$ cat config.mk
export PLATFORM = sky130hd
export DESIGN_NAME = ccs_ctrl
export DESIGN_NICKNAME = d
export VERILOG_FILES = /design/src/hdl/ccs_pkg.sv /design/src/hdl/ccs_ctrl.sv
export SDC_FILE = /design/constraint.sdc
export NUM_CORES = 1
export LEC_CHECK = 0
export ABC_CLOCK_PERIOD_IN_PS = 1800
export BUFFER_PORTS_ARGS = -buffer_cell sky130_fd_sc_hd__buf_4
export CORE_AREA = 10 10 47 49
export CTS_CLUSTER_SIZE = 28
export DETAILED_ROUTE_END_ITERATION = 16
export DIE_AREA = 0 0 57 59
export GPL_ROUTABILITY_DRIVEN = 0
export GPL_TIMING_DRIVEN = 0
export PLACE_DENSITY = 0.51
export SYNTH_ARGS = -nofsm -noshare
export SYNTH_HDL_FRONTEND = slang
export SYNTH_SLANG_ARGS = --single-unit
$ cat constraint.sdc
create_clock -name clk -period 1.8 [get_ports clk]
set_input_delay 0.27 -clock clk [delete_from_list [all_inputs] [get_ports clk]]
set_output_delay 0.27 -clock clk [all_outputs]
set_load 0.02 [all_outputs]
$ cat src/hdl/ccs_pkg.sv
// shared types and constants for the cellular cave smoothing block
package ccs_pkg;

    localparam int CMD_W      = 2;
    localparam int ROW_W      = 6;
    localparam int COL_W      = 7;
    localparam int CFG_IDX_W  = 3;
    localparam int CFG_DATA_W = 8;
    localparam int THR_W      = 4;
    localparam int ROWS_CFG_W = 7;
    localparam int COLS_CFG_W = 8;
    localparam int CNT_W      = 4;

    localparam logic [CMD_W-1:0] CMD_WRITE = 2'd0;
    localparam logic [CMD_W-1:0] CMD_RUN   = 2'd1;
    localparam logic [CMD_W-1:0] CMD_READ  = 2'd2;

    localparam logic [CFG_IDX_W-1:0] CFG_BIRTH_MIN    = 3'd0;
    localparam logic [CFG_IDX_W-1:0] CFG_DEATH_MAX    = 3'd1;
    localparam logic [CFG_IDX_W-1:0] CFG_ROWS_IN_USE  = 3'd2;
    localparam logic [CFG_IDX_W-1:0] CFG_COLS_IN_USE  = 3'd3;
    localparam logic [CFG_IDX_W-1:0] CFG_BORDER_ALIVE = 3'd4;

    localparam logic [THR_W-1:0]      BIRTH_MIN_RST = 4'd6;
    localparam logic [THR_W-1:0]      DEATH_MAX_RST = 4'd3;
    localparam logic [ROWS_CFG_W-1:0] ROWS_RST      = 7'd60;
    localparam logic [COLS_CFG_W-1:0] COLS_RST      = 8'd100;

    typedef enum logic [3:0] {
        OP_NONE,
        OP_CLEAR,
        OP_ACC_READ,
        OP_RESPOND,
        OP_G_INIT,
        OP_G_LOAD_CUR,
        OP_G_LOAD_NEXT,
        OP_G_CELL,
        OP_G_ROW_END
    } ccs_op_t;

    typedef struct packed {
        ccs_op_t op;
        logic    latch_in;
    } ccs_cmd_t;

    typedef struct packed {
        logic clear_last;
        logic grid_empty;
        logic col_last;
        logic row_last;
        logic out_free;
    } ccs_stat_t;

endpackage

$ cat src/hdl/ccs_ctrl.sv
// controller state machine sequencing clear, cell access and generation scan
module ccs_ctrl
(
    input  logic                      clk,
    input  logic                      rst_n,
    input  logic                      in_valid,
    output logic                      in_ready,
    input  logic [ccs_pkg::CMD_W-1:0] in_cmd,
    input  ccs_pkg::ccs_stat_t        stat,
    output ccs_pkg::ccs_cmd_t         ctl
);

    typedef enum logic [3:0] {
        S_CLEAR,
        S_IDLE,
        S_ACC,
        S_RESP,
        S_GINIT,
        S_GCUR,
        S_GNEXT,
        S_GCELL,
        S_GWB
    } state_t;

    state_t state_reg;
    state_t state_next;
    logic   accept;

    assign in_ready = (state_reg == S_IDLE);
    assign accept   = in_valid && in_ready;

    always_comb
    begin
        state_next   = state_reg;
        ctl.op       = ccs_pkg::OP_NONE;
        ctl.latch_in = accept;
        case (state_reg)
            S_CLEAR:
            begin
                ctl.op = ccs_pkg::OP_CLEAR;
                if (stat.clear_last)
                begin
                    state_next = S_IDLE;
                end
            end
            S_IDLE:
            begin
                if (accept)
                begin
                    case (in_cmd)
                        ccs_pkg::CMD_WRITE: state_next = S_ACC;
                        ccs_pkg::CMD_READ:  state_next = S_ACC;
                        ccs_pkg::CMD_RUN:   state_next = S_GINIT;
                        default:            state_next = S_IDLE;
                    endcase
                end
            end
            S_ACC:
            begin
                ctl.op     = ccs_pkg::OP_ACC_READ;
                state_next = S_RESP;
            end
            S_RESP:
            begin
                if (stat.out_free)
                begin
                    ctl.op     = ccs_pkg::OP_RESPOND;
                    state_next = S_IDLE;
                end
            end
            S_GINIT:
            begin
                if (stat.grid_empty)
                begin
                    state_next = S_IDLE;
                end
                else
                begin
                    ctl.op     = ccs_pkg::OP_G_INIT;
                    state_next = S_GCUR;
                end
            end
            S_GCUR:
            begin
                ctl.op     = ccs_pkg::OP_G_LOAD_CUR;
                state_next = S_GNEXT;
            end
            S_GNEXT:
            begin
                ctl.op     = ccs_pkg::OP_G_LOAD_NEXT;
                state_next = S_GCELL;
            end
            S_GCELL:
            begin
                ctl.op = ccs_pkg::OP_G_CELL;
                if (stat.col_last)
                begin
                    state_next = S_GWB;
                end
            end
            S_GWB:
            begin
                ctl.op     = ccs_pkg::OP_G_ROW_END;
                state_next = stat.row_last ? S_IDLE : S_GNEXT;
            end
            default:
            begin
                state_next = S_IDLE;
            end
        endcase
    end

    always_ff @(posedge clk or negedge rst_n)
    begin
        if (!rst_n)
        begin
            state_reg <= S_CLEAR;
        end
        else
        begin
            state_reg <= state_next;
        end
    end

endmodule

==> results.cfg <==
[power]
combPwrFrac_pct = 70.8
p_int_w = 0.000534
power.leakage_nw = 0.280
p_per_area_mw_per_mm2 = 1510
switching_share_pct = 42.9
power_frac_seq_pct = 17.7
p_total_w = 0.000936
p_clk_share_pct = 11.5
vdd_drop_max_mv = 0.642
p_sw_w = 0.000401

[layout]
multi_input_area_sq_um = 282
drive_gt1_share_pct = 38.5
nNetsFinal = 90
antenna_cells = 0
final_area_sq_um = 621
fill_cells = 149
final_common_cell = buf_4
area_growth_pct = 49.8
stdcell_count = 94
layout_common_cells = buf_4, nand2_1, a21oi_1
ff_latch_area_sq_um = 103
largest_reg_flops = 4

[synthesis]
yosysWarnings = 0
ys_seq_area_share_pct = 24.2
postSynthCellCount = 57
avgSynthCellArea_sq_um = 7.27
synth_seq_cells = 4
netlist_area_sq_um = 414
synth.distinct_cells = 28
synthesis.nets = 67

[sta]
post-route-period-util_pct = 93.8
min_period_ns = 1.69
finalHoldViolCount = 0
tightest_slew_ns = 0.253
setup_viol = 0
hold_ws_ns = 0.296
skew_ns = 0.00158
finalSetupTns_ns = 0
grt_setup_unrepaired = no
fmax_ghz = 0.592
slew_viol_final = 0
relSlewSlack_pct = 82.9

[critical_path]
worstSetupPathType = flip-flop to output pin
cp_max_fo = 10
reg2reg_slack_ns = 0.31
crit_required_ns = 1.53
setup.worst_path.start_class = flip-flop
r2r-end = state_reg[0]$_DFFE_PN0P_
crit_start = state_reg[3]$_DFFE_PN0P_
r2r_cells = 5
critPathArrivalTime_ns = 1.42
path_cells = buf_6 > nor4b_4 > buf_4 > buf_4 > buf_4
crit_path_end_kind = output pin
r2r_start = state_reg[1]$_DFFE_PN0P_
cpPeakStageDelay_ns = 0.37
cpMostUsedCell = buf_4
cp_slowest_cell = dfrtp_1

[drt]
via_per_inst = 5.31
final_antenna_net_count = 0
drtIter0Drc = 22
first_pass_iters = 4
wirelength_um = 1260
wl_per_cell_um = 13.4
drc = 0
dr_total_vias = 499

[die]
die_y_um = 59
dieWidth_um = 57
dieArea_sq_mm = 0.00336
ios = 16
std_cell_rows = 14
start_util_pct = 29.6
fp.coreArea_sq_mm = 0.00140

[place]
placed_area_sq_um = 547
post-dp-hpwl_um = 962
dp.cells = 88
portBuffers = 15

[clock_network]
cts_buffers = 3
cts_root_buf = clkbuf_4
cts_tree = yes
clockBufferDepth = 2
numClockSinks = 4
clk_latency_ns = 0.23
htreeDepth = 1
clkTransAtPathRegs_ns = 0.04

[global_route]
grt_pass1_wl_um = 2130
grt_max_degree = 11
gr-total-overflow = 0
grt_pass1_vias = 495
antenna_found_initial = 0
grtUsageTotal_pct = 7.59

[job]
cap_violations = 0

[hold_path]
hold-path-endpoint = state_reg[3]$_DFFE_PN0P_
min_path_type = primary input to flip-flop
whs_path_depth = 3
hold_start = stat[2]

[run_status]
status = finished, final reports clean
-- worst max-delay path, delay by kind of cell, from the launching register on --
family | cells | cell delay, ns
buf+inv | 4 | 0.51
flops | 1 | 0.37
simple gates | 1 | 0.30
-- metal layers --
layer / track usage, % / vias up / routed length (um) / share of wire [%]
li1: - / 246 / - / -
met4: 3.02 / 0 / 0 / 0
met2: 12.2 / 26 / 597 / 47
met5: 0 / - / 0 / 0
met1: 8.27 / 227 / 512 / 41
met3: 3.86 / 0 / 149 / 12
-- how the worst max path moves through the flow --
stage,endpoint,slack (ns),cells past startpoint
global placement,ctl[0],0.21,5
floorplan,ctl[0],0.12,4
CTS,ctl[0],0.06,5
detailed placement,ctl[0],0.21,5
global route,ctl[0],0.008,5
finish,in_ready,0.11,5
-- kinds of logic (layout without fill, tap and decap cells) --
group | after synthesis | in the layout | synth area share [%]
AO/OA/AOI/OAI | 18 | 18 | 27.8
multiplexers | 1 | 1 | 2.72
AND/OR/NAND/NOR | 27 | 27 | 35.4
buffers and inverters | 7 | 28 | 9.97
flip-flops | 4 | 4 | 24.2
-- stage by stage --
stage,setup WS (ns),util (%)
finish,0.111,44.3
global route,0.00762,44.3
CTS,0.0562,42.0
detailed placement,0.209,39.0
global placement,0.212,39.0
floorplan,0.118,-
-- timing repair --
| action | in CTS | in global routing |
|---|---|---|
| buffers inserted | 0 | 2 |
| hold buffers | 1 | 0 |
| pin swaps | 0 | 3 |
| endpoints found under the setup margin | 1 | 2 |
| hold endpoints to repair | 4 | 0 |
| resized for setup | 1 | 8 |
-- cell type report --
cell class	count	share of cell area (%)
buffer	5	7.26
tap	16	3.23
multi-input combinational	46	45.4
clock buffer	3	3.63
sequential	4	16.5
timing repair buffer	18	22.8
inverter	2	1.21
-- cell usage after synthesis --
cell type,n,area share [%]
and3_1,1,1.5
buf_6,1,2.7
nand2_1,8,7.3
o22a_1,3,6.3
or2b_1,1,1.8
o21ai_1,1,1.2
or2_0,1,1.5
inv_1,2,1.8
nand2b_1,1,1.5
a21oi_1,8,9.7
nor4b_2,1,3.6
o22ai_1,2,3.0
nor3_1,1,1.2
a31oi_1,1,1.5
a311oi_1,1,2.1
nand3b_1,1,1.8
mux2_2,1,2.7
nor2_1,6,5.4
nand3_1,2,2.4
nor4b_1,1,2.1
and2_1,1,1.5
buf_2,3,3.6
a2bb2oi_1,1,2.1
dfrtp_1,4,24
or3b_1,1,2.1
buf_4,1,1.8
nor2_2,1,1.5
o211ai_1,1,1.8
-- power groups by stage --
stage / combinational (W) / sequential [W] / clock, W
2_1_floorplan: 0.000419 / 0.000146 / 0
3_3_place_gp: 0.000602 / 0.000158 / 0
3_5_place_dp: 0.000589 / 0.000157 / 0
4_1_cts: 0.000606 / 0.000161 / 0.000112
5_1_grt: 0.000724 / 0.000170 / 0.000123
6_report: 0.000662 / 0.000165 / 0.000108
No activity file was read; power rests on OpenSTA's default activity.
